File: config.mk
export PLATFORM = sky130hd
export DESIGN_NAME = swv_lane
export DESIGN_NICKNAME = d
export VERILOG_FILES = /design/src/swv_pkg.sv /design/src/swv_div.sv /design/src/swv_lane.sv
export SDC_FILE = /design/constraint.sdc
export NUM_CORES = 2
export LEC_CHECK = 0
export BUFFER_PORTS_ARGS = -buffer_cell sky130_fd_sc_hd__buf_4
export CAP_MARGIN = 0
export CORE_UTILIZATION = 40
export DETAILED_ROUTE_END_ITERATION = 8
export SLEW_MARGIN = 20
export SYNTH_ARGS = -nofsm -noshare
export SYNTH_HDL_FRONTEND = slang
export SYNTH_SLANG_ARGS = --single-unit
File: constraint.sdc
create_clock -name clk -period 23.3 [get_ports clk]
set_input_delay 1.165 -clock clk [delete_from_list [all_inputs] [get_ports clk]]
set_output_delay 1.165 -clock clk [all_outputs]
set_load 0.005 [all_outputs]
File: src/swv_pkg.sv
package swv_pkg;

    // sizing of the window and the sample words
    localparam int WINDOW      = 10;
    localparam int SAMPLE_BITS = 16;
    localparam int CHANNELS    = 3;

    // fixed port widths
    localparam int IN_W      = 16;
    localparam int VAR_W     = 31;
    localparam int FILL_W    = 4;
    localparam int COUNT_MAX = 15;

    // derived widths
    localparam int CNT_W  = $clog2(WINDOW + 1);
    localparam int SLOT_W = (WINDOW > 1) ? $clog2(WINDOW) : 1;
    localparam int SUM_W  = SAMPLE_BITS + $clog2(WINDOW);
    localparam int SQ_W   = 2 * SAMPLE_BITS - 1 + $clog2(WINDOW);
    localparam int NUM_W  = CNT_W + SQ_W;
    localparam int SQR_W  = 2 * SUM_W;
    localparam int PROD_W = (NUM_W > SQR_W) ? NUM_W : SQR_W;
    localparam int DSOR_W = 2 * CNT_W;
    localparam int DCNT_W = $clog2(PROD_W + 1);
    localparam int QUO_W  = (PROD_W > VAR_W) ? PROD_W : VAR_W + 1;
    localparam int EXT_W  = (SAMPLE_BITS > IN_W) ? SAMPLE_BITS : IN_W;

    localparam logic [VAR_W-1:0] VAR_MAX = '1;

    typedef logic signed [SAMPLE_BITS-1:0] sample_t;

    typedef enum logic [2:0]
    {
        S_IDLE,
        S_SQUARE,
        S_SUMSQ,
        S_PROD,
        S_START,
        S_DIV
    } state_t;

    // sequencing strobes from the controller to every lane
    typedef struct packed
    {
        logic              accept;
        logic              evict;
        logic              square;
        logic              sumsq;
        logic              prod;
        logic              start;
        logic [SLOT_W-1:0] slot;
        logic [CNT_W-1:0]  count;
    } lane_ctl_t;

    // lane status back to the controller
    typedef struct packed
    {
        logic done;
    } lane_sts_t;

    // take the low SAMPLE_BITS of a field as a signed sample
    function automatic sample_t sext(input logic [IN_W-1:0] raw);
        logic [EXT_W-1:0] t;
        t = EXT_W'(raw);
        return sample_t'(t[SAMPLE_BITS-1:0]);
    endfunction

endpackage

File: src/swv_div.sv
module swv_div
(
    input  logic                         clk,
    input  logic                         rst_n,
    input  logic                         start,
    input  logic [swv_pkg::PROD_W-1:0]   dividend,
    input  logic [swv_pkg::DSOR_W-1:0]   divisor,
    output logic [swv_pkg::PROD_W-1:0]   quotient,
    output logic                         done
);

    logic [swv_pkg::PROD_W-1:0] quo_reg;
    logic [swv_pkg::PROD_W-1:0] quo_next;
    logic [swv_pkg::DSOR_W-1:0] rem_reg;
    logic [swv_pkg::DSOR_W-1:0] rem_next;
    logic [swv_pkg::DSOR_W-1:0] dsor_reg;
    logic [swv_pkg::DCNT_W-1:0] count_reg;
    logic [swv_pkg::DSOR_W:0]   trial;
    logic [swv_pkg::DSOR_W:0]   diff;
    logic                       ge;

    // one restoring step: shift in the next dividend bit, subtract if it fits
    always_comb
    begin
        trial    = {rem_reg, quo_reg[swv_pkg::PROD_W-1]};
        diff     = trial - {1'b0, dsor_reg};
        ge       = (trial >= {1'b0, dsor_reg});
        rem_next = ge ? diff[swv_pkg::DSOR_W-1:0] : trial[swv_pkg::DSOR_W-1:0];
        quo_next = {quo_reg[swv_pkg::PROD_W-2:0], ge};
    end

    // step counter
    always_ff @(posedge clk or negedge rst_n)
    begin
        if (!rst_n)
        begin
            count_reg <= '0;
        end
        else if (start)
        begin
            count_reg <= swv_pkg::DCNT_W'(swv_pkg::PROD_W);
        end
        else if (count_reg != '0)
        begin
            count_reg <= count_reg - 1'b1;
        end
    end

    // datapath words
    always_ff @(posedge clk)
    begin
        if (start)
        begin
            quo_reg  <= dividend;
            rem_reg  <= '0;
            dsor_reg <= divisor;
        end
        else if (count_reg != '0)
        begin
            quo_reg <= quo_next;
            rem_reg <= rem_next;
        end
    end

    assign quotient = quo_reg;
    assign done     = (count_reg == '0);

endmodule

File: src/swv_lane.sv
module swv_lane
(
    input  logic                       clk,
    input  logic                       rst_n,
    input  swv_pkg::lane_ctl_t         ctl,
    input  logic [swv_pkg::IN_W-1:0]   sample_in,
    output swv_pkg::lane_sts_t         sts,
    output logic [swv_pkg::VAR_W-1:0]  variance
);

    localparam int SB = swv_pkg::SAMPLE_BITS;
    localparam int XW = swv_pkg::SUM_W - SB;
    localparam int PW = 2 * SB;

    swv_pkg::sample_t hist_mem [swv_pkg::WINDOW];
    swv_pkg::sample_t new_reg;
    swv_pkg::sample_t old_reg;

    logic signed [swv_pkg::SUM_W-1:0] sum_reg;
    logic signed [swv_pkg::SUM_W-1:0] sum_next;
    logic signed [swv_pkg::SUM_W-1:0] new_ext;
    logic signed [swv_pkg::SUM_W-1:0] old_ext;
    logic [swv_pkg::SQ_W-1:0]         sumsq_reg;
    logic signed [2*SB-1:0]           sq_new_full;
    logic signed [2*SB-1:0]           sq_old_full;
    logic [2*SB-1:0]                  sq_new_reg;
    logic [2*SB-1:0]                  sq_old_reg;
    logic [swv_pkg::SUM_W-1:0]        mag;
    logic [swv_pkg::NUM_W-1:0]        a_full;
    logic [swv_pkg::SQR_W-1:0]        b_full;
    logic [swv_pkg::DSOR_W-1:0]       dsor_full;
    logic [swv_pkg::PROD_W-1:0]       a_reg;
    logic [swv_pkg::PROD_W-1:0]       b_reg;
    logic [swv_pkg::DSOR_W-1:0]       dsor_reg;
    logic [swv_pkg::PROD_W-1:0]       num;
    logic [swv_pkg::PROD_W-1:0]       quotient;
    logic [swv_pkg::QUO_W-1:0]        quo_ext;
    logic                             div_done;

    // history ring: new word written, evicted word read in the same cycle
    always_ff @(posedge clk)
    begin
        if (ctl.accept)
        begin
            hist_mem[ctl.slot] <= swv_pkg::sext(sample_in);
            old_reg            <= hist_mem[ctl.slot];
            new_reg            <= swv_pkg::sext(sample_in);
        end
    end

    // running sum update and squares of incoming and evicted samples
    always_comb
    begin
        new_ext     = {{XW{new_reg[SB-1]}}, new_reg};
        old_ext     = {{XW{old_reg[SB-1]}}, old_reg};
        sum_next    = sum_reg + new_ext - (ctl.evict ? old_ext : '0);
        sq_new_full = PW'(new_reg) * PW'(new_reg);
        sq_old_full = PW'(old_reg) * PW'(old_reg);
    end

    // running sums
    always_ff @(posedge clk or negedge rst_n)
    begin
        if (!rst_n)
        begin
            sum_reg   <= '0;
            sumsq_reg <= '0;
        end
        else
        begin
            if (ctl.square)
            begin
                sum_reg <= sum_next;
            end
            if (ctl.sumsq)
            begin
                sumsq_reg <= sumsq_reg + swv_pkg::SQ_W'(sq_new_reg)
                           - swv_pkg::SQ_W'(sq_old_reg);
            end
        end
    end

    // products n*sumsq, sum^2 and n^2
    always_comb
    begin
        mag       = sum_reg[swv_pkg::SUM_W-1] ? (~sum_reg + 1'b1) : sum_reg;
        a_full    = swv_pkg::NUM_W'(ctl.count) * swv_pkg::NUM_W'(sumsq_reg);
        b_full    = swv_pkg::SQR_W'(mag) * swv_pkg::SQR_W'(mag);
        dsor_full = swv_pkg::DSOR_W'(ctl.count) * swv_pkg::DSOR_W'(ctl.count);
        num       = (a_reg > b_reg) ? (a_reg - b_reg) : '0;
    end

    always_ff @(posedge clk)
    begin
        if (ctl.square)
        begin
            sq_new_reg <= sq_new_full;
            sq_old_reg <= ctl.evict ? sq_old_full : '0;
        end
        if (ctl.prod)
        begin
            a_reg    <= swv_pkg::PROD_W'(a_full);
            b_reg    <= swv_pkg::PROD_W'(b_full);
            dsor_reg <= dsor_full;
        end
    end

    // serial divide by n^2
    swv_div u_div
    (
        .clk      (clk),
        .rst_n    (rst_n),
        .start    (ctl.start),
        .dividend (num),
        .divisor  (dsor_reg),
        .quotient (quotient),
        .done     (div_done)
    );

    // clip to the result width
    always_comb
    begin
        quo_ext = swv_pkg::QUO_W'(quotient);
        if (quo_ext > swv_pkg::QUO_W'(swv_pkg::VAR_MAX))
        begin
            variance = swv_pkg::VAR_MAX;
        end
        else
        begin
            variance = quo_ext[swv_pkg::VAR_W-1:0];
        end
    end

    assign sts.done = div_done;

endmodule

==> results.tsv <==
stage	metric	value	unit
critical_path	CP Data Required Time	23.64	ns
routing	met2 routed WL	62460	µm
finish	area grow syn2layout	7.979	%
routing	DRC violations left	0	
critical_path	crit-path leading delay family	adder cells	
routing	Detail Route Antenna Nets	0	
die	num rows	137	
sta	fraction of the cycle the final worst path needs	42.89	%
sta	slew at the pin with the worst max-slew slack	1.151	ns
clock_network	maximum buffer depth of the clock tree	3	
clock_network	number of buffers added to fix hold violations after cts	0	
finish	number of flip-flops under the largest register name	160	
yosys	YS warnings	0	
routing	wl on met1	57340	µm
yosys	unique cell type count in the Yosys netlist	79	
critical_path	worst-path cell with the longest stage delay	sky130_fd_sc_hd__inv_1	
critical_path	endpoint arrival time on the critical path	10.34	ns
sta	number of failing hold endpoints at the final stage	0	
worst_hold_path	launch instance of the worst min-delay path	dsor_reg[2]	
placed_design	number of port buffers	63	
yosys	fraction of the yosys area taken by sequential cells	23.66	%
critical_path	cell repeated most along the worst path	sky130_fd_sc_hd__fa_1	
finish	register with the most flip-flops	hist_mem	
clock_network	number of buffers created by CTS	49	
grt	sum of overflow across all layers after global routing	0	
worst_hold_path	Hold Path Cell Cnt	0	
routing	Vias/cell	4.935	
critical_path	flop2flop setup slack	13.31	ns
grt	via count of the first global-routing pass	39270	
critical_path	launching element type of the critical path	flop	
critical_path	delay of the slowest cell on the worst path	0.64	ns
yosys	adder-cell share of the synthesized area	41.66	%
finish	leading cell type in the layout, fill and taps excluded	sky130_fd_sc_hd__inv_1	
sta	min Tclk post-route	9.994	ns
yosys	largest family of logic cells by synthesized area	adder cells	
sta	count of pins over their slew limit	0	
clock_network	number of buffers added for setup after CTS	0	
yosys	number of enable flip-flop cells after synthesis	386	
sta	maximum clock frequency	100.1	MHz
sta	summed negative setup slack over all endpoints	0	ns
routing	number of design-rule violations left by the first detailed-router iteration	1998	
yosys	share of synthesized registers carrying an async set or reset	13.41	%
critical_path	Critical Path Sink Type	flop	
yosys	count of mapped cells out of synthesis	5616	
clock_network	source-to-sink clock delay at the later pin of the worst-skew pair	0.60	ns
routing	highest routed layer	met5	
critical_path	worst-path fanout max	16	
yosys	post-synthesis sequential element count	455	
clock_network	H-tree depth	2	
die	Die Outline Area	0.1418	mm²
yosys	total standard cell area after synthesis	0.05611	mm²
sta	normalized max-slew margin	23.27	%
clock_network	CTS resizes	0	
yosys	basic-gate share of the synthesized area counting and, or, nand and nor cells	10.14	%
routing	metal3 WL	5634	µm
routing	overall routed net length	128100	µm
critical_path	worst path buffer plus inverter count	5	
critical_path	number of cell instances on the worst register-to-register path	29	
placed_design	placed wire-length estimate after detailed placement	104100	µm
yosys	Primary FF master, synth	sky130_fd_sc_hd__edfxtp_1	
yosys	compound-cell area share of the yosys netlist	8.309	%
job	Max Cap Viol	0	
die	die span in y	376.5	µm
yosys	syn_area_per_cell	9.991	µm²
grt	largest net degree at the start of global routing	86	
die	Die Wd	376.5	µm
grt	global-route usage over all layers	18.70	%
clock_network	clock transition at the registers of the reported paths	0.06	ns
yosys	multiplexer fraction of the synthesized cell area	2.032	%
sta	setup repair after global routing missed its margin	false	
routing	count of TritonRoute iterations in the first routing pass	6	
grt	first-pass GRT wire length	211300	µm
worst_hold_path	Worst Hold Class	reg2reg	
finish	most used cells in the layout excluding fill and tap cells	1,376 x sky130_fd_sc_hd__inv_1, 875 x sky130_fd_sc_hd__fa_1, 476 x sky130_fd_sc_hd__nand2_1	
sta	setup violation total in the final timing report	0	
routing	average wire per cell in the routed design	16.91	µm
critical_path	reg-to-reg critical path startpoint	sum_reg[0]	
yosys	share of the synthesized netlist area taken by xor and xnor gates	3.918	%
clock_network	clock tree sinks	455	
finish	layout net count	7031	
die	starting density of the core	40.26	%
critical_path	worst flop-to-flop path endpoint	b_reg[38]	
grt	number of antenna violations at the first check in global routing	2	
routing	overall via count from detail_route	37370	
finish	antenna diode count	0	
clock_network	Root Buffer	sky130_fd_sc_hd__clkbuf_16	
die	num ports	64	
critical_path	startpoint-to-endpoint class of the critical path	reg2reg	
worst_hold_path	hold endpoint	u_div.dsor_reg[2]	
clock_network	TritonCTS clock tree	yes	
finish	fraction of final layout cells with drive strength greater than 1	4.810	%
sta	setup clock skew after layout	0.01585	ns
placed_design	routability-driven placement congestion ratio	0.8879	
outcome	outcome	finished clean	
die	CORE AREA	0.1394	mm²
critical_path	source of the critical timing path	sum_reg[0]	
through the flow:
stage / hold WS [ns] / area, µm² / std cells / util (%) / setup slack, ns
after global placement: 0.4021 / 58900 / 7480 / 42.26 / 13.58
after detailed placement: 0.4063 / 58900 / 7480 / 42.26 / 13.36
after floorplan: 0.4003 / 56160 / 5630 / - / 14.37
final: 0.4187 / 60580 / 7572 / 43.47 / 13.31
after global routing: 0.4240 / 60580 / 7572 / 43.47 / 12.76
after CTS: 0.4212 / 60550 / 7571 / 43.45 / 13.34
cell usage after synthesis, types with 10 or more instances:
cell | instances | share of area [%]
sky130_fd_sc_hd__inv_1 | 1376 | 9.2
sky130_fd_sc_hd__fa_1 | 875 | 31
sky130_fd_sc_hd__nand2_1 | 476 | 3.2
sky130_fd_sc_hd__ha_1 | 468 | 10
sky130_fd_sc_hd__edfxtp_1 | 386 | 21
sky130_fd_sc_hd__nor2_1 | 312 | 2.1
sky130_fd_sc_hd__a21oi_1 | 219 | 2.0
sky130_fd_sc_hd__xnor2_1 | 173 | 2.7
sky130_fd_sc_hd__clkbuf_1 | 135 | 0.90
sky130_fd_sc_hd__o21ai_0 | 131 | 1.2
sky130_fd_sc_hd__and2_1 | 130 | 1.4
sky130_fd_sc_hd__a21o_1 | 97 | 1.3
sky130_fd_sc_hd__xor2_1 | 78 | 1.2
sky130_fd_sc_hd__dfrtp_1 | 61 | 2.7
sky130_fd_sc_hd__nand2b_1 | 50 | 0.56
sky130_fd_sc_hd__nand4_1 | 50 | 0.56
sky130_fd_sc_hd__nor2b_1 | 45 | 0.50
sky130_fd_sc_hd__nor3_1 | 41 | 0.37
sky130_fd_sc_hd__a211oi_1 | 40 | 0.54
sky130_fd_sc_hd__nand3_1 | 38 | 0.34
sky130_fd_sc_hd__mux2i_1 | 34 | 0.61
sky130_fd_sc_hd__o22ai_1 | 33 | 0.37
sky130_fd_sc_hd__mux4_2 | 32 | 1.3
sky130_fd_sc_hd__o21bai_1 | 31 | 0.41
sky130_fd_sc_hd__and3_1 | 24 | 0.27
sky130_fd_sc_hd__a31oi_1 | 23 | 0.26
sky130_fd_sc_hd__o21a_1 | 21 | 0.28
sky130_fd_sc_hd__or3_1 | 16 | 0.18
sky130_fd_sc_hd__clkinv_1 | 13 | 0.087
sky130_fd_sc_hd__o31ai_1 | 13 | 0.17
sky130_fd_sc_hd__or2_2 | 13 | 0.14
sky130_fd_sc_hd__a211o_1 | 10 | 0.16
sky130_fd_sc_hd__nor4_1 | 10 | 0.11
cell type report:
class / count / area, µm²
fillers: 13420 / 78780
clock buffers: 58 / 1303
well taps: 1876 / 2347
multi-input cells: 3641 / 37170
flip-flops and latches: 455 / 13280
inverters: 1390 / 5218
repair buffers: 119 / 913.4
clock inverters: 33 / 354.1
metal layers:
metal	GRT usage, %	vias to the layer above
li1	-	17830
met1	25.58	18650
met2	31.95	747
met3	2.108	143
met4	3.881	2
met5	0	-
cell families (layout without fill, tap and decap cells):
| kind of cell | after synthesis | after routing |
|---|---|---|
| mux | 73 | 73 |
| xor+xnor | 251 | 251 |
| compound gates | 726 | 726 |
| fa+ha+maj | 1343 | 1343 |
| flops | 455 | 455 |
| simple gates | 1232 | 1232 |
| other cells | 2 | 16 |
| buf+inv | 1534 | 1600 |
worst max path at each step:
stage / end / slack, ns / cells after the start
after floorplan: b_reg[39] / 14.37 / 31
after global placement: b_reg[39] / 13.58 / 29
after detailed placement: b_reg[39] / 13.36 / 29
after CTS: b_reg[39] / 13.34 / 29
after global routing: b_reg[39] / 12.76 / 29
final: b_reg[38] / 13.31 / 29
worst reg2reg max path: cells and delay by family (launching register included):
family | cells | cell delay [ns]
muxes | 1 | 0.25
xor gates and xnor gates | 1 | 0.37
adders and majority gates | 9 | 4.04
AOI/OAI and AO/OA | 8 | 2.17
DFF | 1 | 0.60
and+or+nand+nor | 5 | 0.98
buffers and inverters | 5 | 1.31
Power is not shown: default switching activity piles up to over one toggle a cycle in this logic, so the estimate is an artifact.
